<file path="config.mk">
export PLATFORM = sky130hd
export DESIGN_NAME = crc16_poly8005_byte_stream_unit
export DESIGN_NICKNAME = d
export VERILOG_FILES = /design/src/crc16bs_pkg.sv /design/src/crc16bs_in_stage.sv /design/src/crc16bs_core.sv /design/src/crc16bs_out_stage.sv /design/src/crc16_poly8005_byte_stream_unit.sv
export SDC_FILE = /design/constraint.sdc
export NUM_CORES = 1
export LEC_CHECK = 0
export ABC_AREA = 1
export BUFFER_PORTS_ARGS = -buffer_cell sky130_fd_sc_hd__buf_2
export CORE_MARGIN = 2
export CORE_UTILIZATION = 47
export DETAILED_ROUTE_END_ITERATION = 12
export GPL_ROUTABILITY_DRIVEN = 0
export PLACE_DENSITY = 0.74
export REMOVE_ABC_BUFFERS = 1
export SETUP_SLACK_MARGIN = 0.4
export SKIP_LAST_GASP = 1
export SLEW_MARGIN = 10
export SYNTH_ARGS = -nofsm -noshare
export SYNTH_HDL_FRONTEND = slang
export SYNTH_HIERARCHICAL = 1
export SYNTH_SLANG_ARGS = --single-unit
</file>
<file path="constraint.sdc">
create_clock -name i_clk -period 2.6 [get_ports i_clk]
set_input_delay 0.39 -clock i_clk [delete_from_list [all_inputs] [get_ports i_clk]]
set_output_delay 0.39 -clock i_clk [all_outputs]
set_load 0.05 [all_outputs]
</file>
<file path="src/crc16bs_pkg.sv">
package crc16bs_pkg;

    localparam int unsigned CRC_W  = 16;
    localparam int unsigned BYTE_W = 8;

    localparam logic [CRC_W-1:0] CRC_POLY = 16'h8005;

    typedef struct packed {
        logic [BYTE_W-1:0] data;
        logic              last;
    } t_in_item;

    typedef struct packed {
        logic             valid;
        logic [CRC_W-1:0] crc;
    } t_result;

    // eight bit steps, data lsb first
    function automatic logic [CRC_W-1:0] crc_byte(
        input logic [CRC_W-1:0]  start,
        input logic [BYTE_W-1:0] data
    );
        logic [CRC_W-1:0] acc;
        logic             fb;
        acc = start;
        for (int k = 0; k < BYTE_W; k++) begin
            fb  = acc[CRC_W-1] ^ data[k];
            acc = {acc[CRC_W-2:0], 1'b0};
            if (fb) begin
                acc = acc ^ CRC_POLY;
            end
        end
        return acc;
    endfunction

endpackage

</file>
<file path="src/crc16bs_in_stage.sv">
module crc16bs_in_stage (
    input  logic                  i_clk,
    input  logic                  i_rst_n,
    input  logic                  i_valid,
    output logic                  o_stall,
    input  crc16bs_pkg::t_in_item i_item,
    input  logic                  i_advance,
    output logic                  o_valid,
    output crc16bs_pkg::t_in_item o_item
);

    logic                  r_valid;
    logic                  n_valid;
    crc16bs_pkg::t_in_item r_item;
    logic                  accept;

    // the held byte leaves in the same cycle a new one arrives
    assign o_stall = r_valid && !i_advance;
    assign accept  = i_valid && !o_stall;

    always_comb begin
        n_valid = r_valid;
        if (accept) begin
            n_valid = 1'b1;
        end else if (i_advance) begin
            n_valid = 1'b0;
        end
    end

    always_ff @(posedge i_clk) begin
        if (!i_rst_n) begin
            r_valid <= 1'b0;
        end else begin
            r_valid <= n_valid;
        end
    end

    always_ff @(posedge i_clk) begin
        if (accept) begin
            r_item <= i_item;
        end
    end

    assign o_valid = r_valid;
    assign o_item  = r_item;

endmodule

</file>
<file path="src/crc16bs_core.sv">
module crc16bs_core (
    input  logic                                i_clk,
    input  logic                                i_rst_n,
    input  logic                                i_cfg_wr_en,
    input  logic [crc16bs_pkg::CRC_W-1:0]       i_cfg_wr_data,
    input  logic                                i_valid,
    input  crc16bs_pkg::t_in_item               i_item,
    input  logic                                i_out_free,
    output logic                                o_advance,
    output crc16bs_pkg::t_result                o_result
);

    logic [crc16bs_pkg::CRC_W-1:0] r_seed;
    logic [crc16bs_pkg::CRC_W-1:0] r_crc;
    logic [crc16bs_pkg::CRC_W-1:0] n_crc;
    logic                          r_mid;
    logic                          n_mid;
    logic [crc16bs_pkg::CRC_W-1:0] start;

    // only a last byte needs room in the result register
    assign o_advance = i_valid && (!i_item.last || i_out_free);
    assign start     = r_mid ? r_crc : r_seed;

    always_comb begin
        n_crc = r_crc;
        n_mid = r_mid;
        if (o_advance) begin
            n_crc = crc16bs_pkg::crc_byte(start, i_item.data);
            n_mid = !i_item.last;
        end
    end

    assign o_result.valid = o_advance && i_item.last;
    assign o_result.crc   = n_crc;

    always_ff @(posedge i_clk) begin
        if (!i_rst_n) begin
            r_seed <= '0;
            r_crc  <= '0;
            r_mid  <= 1'b0;
        end else begin
            if (i_cfg_wr_en) begin
                r_seed <= i_cfg_wr_data;
            end
            r_crc <= n_crc;
            r_mid <= n_mid;
        end
    end

endmodule

</file>
<file path="src/crc16bs_out_stage.sv">
module crc16bs_out_stage (
    input  logic                               i_clk,
    input  logic                               i_rst_n,
    input  crc16bs_pkg::t_result               i_result,
    output logic                               o_free,
    output logic                               o_valid,
    input  logic                               i_stall,
    output logic [crc16bs_pkg::BYTE_W-1:0]     o_crc_low,
    output logic [crc16bs_pkg::BYTE_W-1:0]     o_crc_high
);

    logic                          r_valid;
    logic                          n_valid;
    logic [crc16bs_pkg::CRC_W-1:0] r_crc;

    assign o_free = !r_valid || !i_stall;

    always_comb begin
        n_valid = r_valid;
        if (i_result.valid) begin
            n_valid = 1'b1;
        end else if (!i_stall) begin
            n_valid = 1'b0;
        end
    end

    always_ff @(posedge i_clk) begin
        if (!i_rst_n) begin
            r_valid <= 1'b0;
        end else begin
            r_valid <= n_valid;
        end
    end

    always_ff @(posedge i_clk) begin
        if (i_result.valid) begin
            r_crc <= i_result.crc;
        end
    end

    assign o_valid    = r_valid;
    assign o_crc_low  = r_crc[crc16bs_pkg::BYTE_W-1:0];
    assign o_crc_high = r_crc[crc16bs_pkg::CRC_W-1:crc16bs_pkg::BYTE_W];

endmodule

</file>
<file path="src/crc16_poly8005_byte_stream_unit.sv">
// CRC-16 (polynomial 0x8005) over a byte stream, data bits taken lsb first.
// One byte is accepted per clock unless a last byte waits on a stalled
// output; each transfer passes an input register, then the eight unrolled
// bit steps update the running CRC. A byte flagged last gives one result
// transfer (crc low and high bytes) through the output register; other
// bytes give none. Throughput is one byte per cycle under the same
// condition, set by the byte-wide update of the CRC register. The seed
// register is loaded into the CRC at the first byte of each message and
// takes effect from the next message when written.
module crc16_poly8005_byte_stream_unit (
    input  logic        i_clk,
    input  logic        i_rst_n,
    input  logic        i_cfg_wr_en,
    input  logic [15:0] i_cfg_wr_data,
    input  logic        i_in_valid,
    output logic        o_in_stall,
    input  logic [7:0]  i_data_byte,
    input  logic        i_last_byte,
    output logic        o_out_valid,
    input  logic        i_out_stall,
    output logic [7:0]  o_crc_low,
    output logic [7:0]  o_crc_high
);

    crc16bs_pkg::t_in_item in_item;
    crc16bs_pkg::t_in_item held_item;
    crc16bs_pkg::t_result  result;
    logic                  held_valid;
    logic                  advance;
    logic                  out_free;

    assign in_item.data = i_data_byte;
    assign in_item.last = i_last_byte;

    crc16bs_in_stage u_in_stage (
        .i_clk     (i_clk),
        .i_rst_n   (i_rst_n),
        .i_valid   (i_in_valid),
        .o_stall   (o_in_stall),
        .i_item    (in_item),
        .i_advance (advance),
        .o_valid   (held_valid),
        .o_item    (held_item)
    );

    crc16bs_core u_core (
        .i_clk         (i_clk),
        .i_rst_n       (i_rst_n),
        .i_cfg_wr_en   (i_cfg_wr_en),
        .i_cfg_wr_data (i_cfg_wr_data),
        .i_valid       (held_valid),
        .i_item        (held_item),
        .i_out_free    (out_free),
        .o_advance     (advance),
        .o_result      (result)
    );

    crc16bs_out_stage u_out_stage (
        .i_clk      (i_clk),
        .i_rst_n    (i_rst_n),
        .i_result   (result),
        .o_free     (out_free),
        .o_valid    (o_out_valid),
        .i_stall    (i_out_stall),
        .o_crc_low  (o_crc_low),
        .o_crc_high (o_crc_high)
    );

endmodule

</file>
==> flow_metrics.py <==
metrics = {
    "min_path": {
        "min_from": "i_data_byte[1]",
        "hold_depth": 1,
        "hold_class": "input pin to flip-flop",
        "hold_path_end": "u_in_stage/o_item[2]",
    },
    "clocking": {
        "cts_max_level": 3,
        "numCtsBuffers": 9,
        "clk_pin_slew_ns": 0.06,
        "clock_path_buffers": 2,
        "tritoncts": "built",
        "ctsHoldBuffers": 0,
        "cts_sinks": 60,
        "clk_latency_ns": 0.34,
        "clock-root-buffer": "clkbuf_8",
    },
    "pwr": {
        "p_leak_uw": 0.001613,
        "power_density_nw_per_um2": 687.1,
        "vdd_drop_max_mv": 0.3730,
    },
    "worst_setup_path": {
        "crit_top_cell": "nand2_2",
        "startpoint_type": "flip-flop",
        "critPathKind": "flip-flop to flip-flop",
        "worstPathArrival_ns": 2.31,
        "cp.required_ns": 2.71,
        "worstReg2RegEnd": "u_out_stage/r_crc[15]",
        "r2r_cells": 21,
        "cp_slowest_cell": "dfxtp_4",
        "regToRegSetupSlack_ns": 0.40,
        "path_cells": "buf_8 > nand2_4 > nand3_4 > nand2_4 > inv_4 > nand2_4 > nand2_4 > nand2_4 > nand3_4 > nand2_2 > nand2_2 > nand2_2 > nand2_2 > nand2_2 > nand2_2 > nand2_2 > nand2_2 > nand3_2 > nand3_2 > nand2_2 > inv_1",
        "slowest_delay_ns": 0.38,
        "endpoint_kind": "flip-flop",
        "critPathMaxFanout": 8,
        "r2r_start": "u_core/r_mid",
    },
    "sta": {
        "setup_slack_ns": 0.3974,
        "setup_viol": 0,
        "max_freq_mhz": 454.0,
        "rsz0062_at_grt": "yes",
        "maxSlewViolCount": 0,
        "fin_skew_ns": 0.007920,
        "setup_tns_ns": 0,
        "finalHoldViolations": 0,
        "max_slew_margin": 0.6363,
        "timing.final.crit_share": 0.8472,
        "final.min_clock_period_ns": 2.203,
        "tightest_slew_ns": 0.5422,
    },
    "logic_synthesis": {
        "synth_warnings": 6,
        "postSynthCellCount": 311,
        "synth_edf_count": 25,
        "ys_seq_area_frac": 0.5421,
        "avgSynthCellArea_um2": 8.610,
        "netlist_area_um2": 2678,
        "synthTopCellsByArea": "edfxtp_1, dfxtp_1, nand2_1, nor2_1, nand3_1",
        "yosysTopAreaCellShare": 0.2804,
        "ys.flop_type": "dfxtp_1",
        "synth_seq_cells": 60,
        "synth_top_cell_by_area": "edfxtp_1",
        "ys_types": 28,
        "synthArstFlopShare": 0,
    },
    "global_route": {
        "grt_start_max_net_pins": 20,
        "grt_pass1_wl_um": 9922,
        "overflow": 0,
        "antenna_found_initial": 0,
        "grt_pass1_vias": 2161,
        "grt_usage": 0.2116,
    },
    "placed_design": {
        "place_inst": 428,
        "place_ws_ns": 0.2454,
        "place_area_um2": 3009,
        "place_hpwl_um": 3946,
        "io_buffers": 47,
    },
    "die": {
        "rows": 27,
        "die_w_um": 79.48,
        "core_area_um2": 5507,
        "die_h_um": 79.48,
        "initial_utilization": 0.4863,
        "io_pins": 48,
        "dieArea_um2": 6317,
    },
    "layout": {
        "final_common_cell": "nand2_1",
        "final_nets": 408,
        "drive_gt1_frac": 0.3665,
        "layout_common_cells": "nand2_1, buf_2, dfxtp_1, nor2_1, edfxtp_1",
        "fin_cells": 454,
        "final_area_um2": 3466,
        "synthToLayoutAreaGrowth_pct": 29.44,
        "diodes": 0,
        "nFillCells": 483,
    },
    "routing": {
        "wire_per_inst_um": 13.97,
        "routed_via_density": 5.029,
        "drcViolationCount": 0,
        "drt-initial-drc-count": 140,
        "via_count": 2283,
        "drtAntennaViolNets": 0,
        "firstDrtPassIters": 4,
        "wl_um": 6343,
    },
    "flow_run": {
        "maxCapViolCount": 0,
    },
    "run_status": {
        "outcome": "finished, final reports clean",
    },
}
## critical path, delay by kind of cell, from the launching register on
family                 cells  cell delay (ns)
buffers and inverters      3             0.24
DFF                        1             0.38
and+or+nand+nor           18             1.33
## state kept, by name (all words and copies together) (netlist names)
| register | cells |
|---|---|
| u_core/r_mid | 1 |
| u_core/r_crc | 16 |
| u_out_stage/o_valid | 1 |
| u_in_stage/o_item | 9 |
| u_in_stage/o_valid | 1 |
| u_out_stage/r_crc | 16 |
| u_core/r_seed | 16 |
## layer usage
metal | track usage | vias up | share of wire
met2 | 0.3345 | 68 | 0.50
li1 | - | 1142 | -
met1 | 0.2685 | 1065 | 0.42
met3 | 0.05769 | 8 | 0.061
met5 | 0 | - | 0
met4 | 0.1000 | 0 | 0.016
## Yosys cell counts, drive strengths merged (3+ instances only)
cell type  count
nand3         27
or2            6
clkbuf         6
buf            3
o211ai         5
nand2         98
dfxtp         35
inv           25
edfxtp        25
o21ai         17
clkinv         3
nor2          32
xor2           5
a21oi         19
## logic make-up after synthesis
family,synth area share
flip-flops,0.5421
AND/OR/NAND/NOR,0.2822
XOR/XNOR,0.02336
AO/OA/AOI/OAI,0.08552
multiplexers,0.007477
buffers and inverters,0.05935
## what timing repair did
item                       in CTS  in global routing
setup buffers                   0                 11
pin swaps                       0                 22
setup endpoints to repair       3                  3
cloned                          0                  0
resized for setup               4                 44
## through the flow
step / hold slack [ns] / power, uW / util
3_5_place_dp: 0.4619 / 1524 / 0.5465
2_1_floorplan: 0.4594 / 1406 / -
6_report: 0.2239 / 2381 / 0.6294
5_1_grt: 0.2127 / 2501 / 0.6294
3_3_place_gp: 0.4579 / 1511 / 0.5465
4_1_cts: 0.2114 / 2294 / 0.5801
## power breakdown
group          switching (uW)  internal (uW)  total (uW)
Clock                     341            428         769
Sequential               35.6           1060        1090
Combinational             334            187         521
## final cells by class
class	count	area, um^2	area share
Inverter	28	122.6	0.03538
Clock buffer	11	131.4	0.03791
Tap cell	72	90.09	0.02599
Timing Repair Buffer	65	375.4	0.1083
Clock inverter	4	41.29	0.01191
Sequential cell	60	1455	0.4199
Multi-Input combinational cell	214	1250	0.3607
## how the worst max path moves through the flow
stage / start / endpoint / cells past startpoint
floorplan: u_out_stage/o_valid / u_in_stage/o_item[0] / 9
global placement: u_core/r_mid / u_out_stage/r_crc[15] / 20
detailed placement: u_core/r_mid / u_out_stage/r_crc[15] / 18
CTS: u_core/r_mid / u_out_stage/r_crc[15] / 20
global route: u_core/r_mid / u_out_stage/r_crc[15] / 21
finish: u_core/r_mid / u_out_stage/r_crc[15] / 21
No activity file was read; power rests on OpenSTA's default activity.
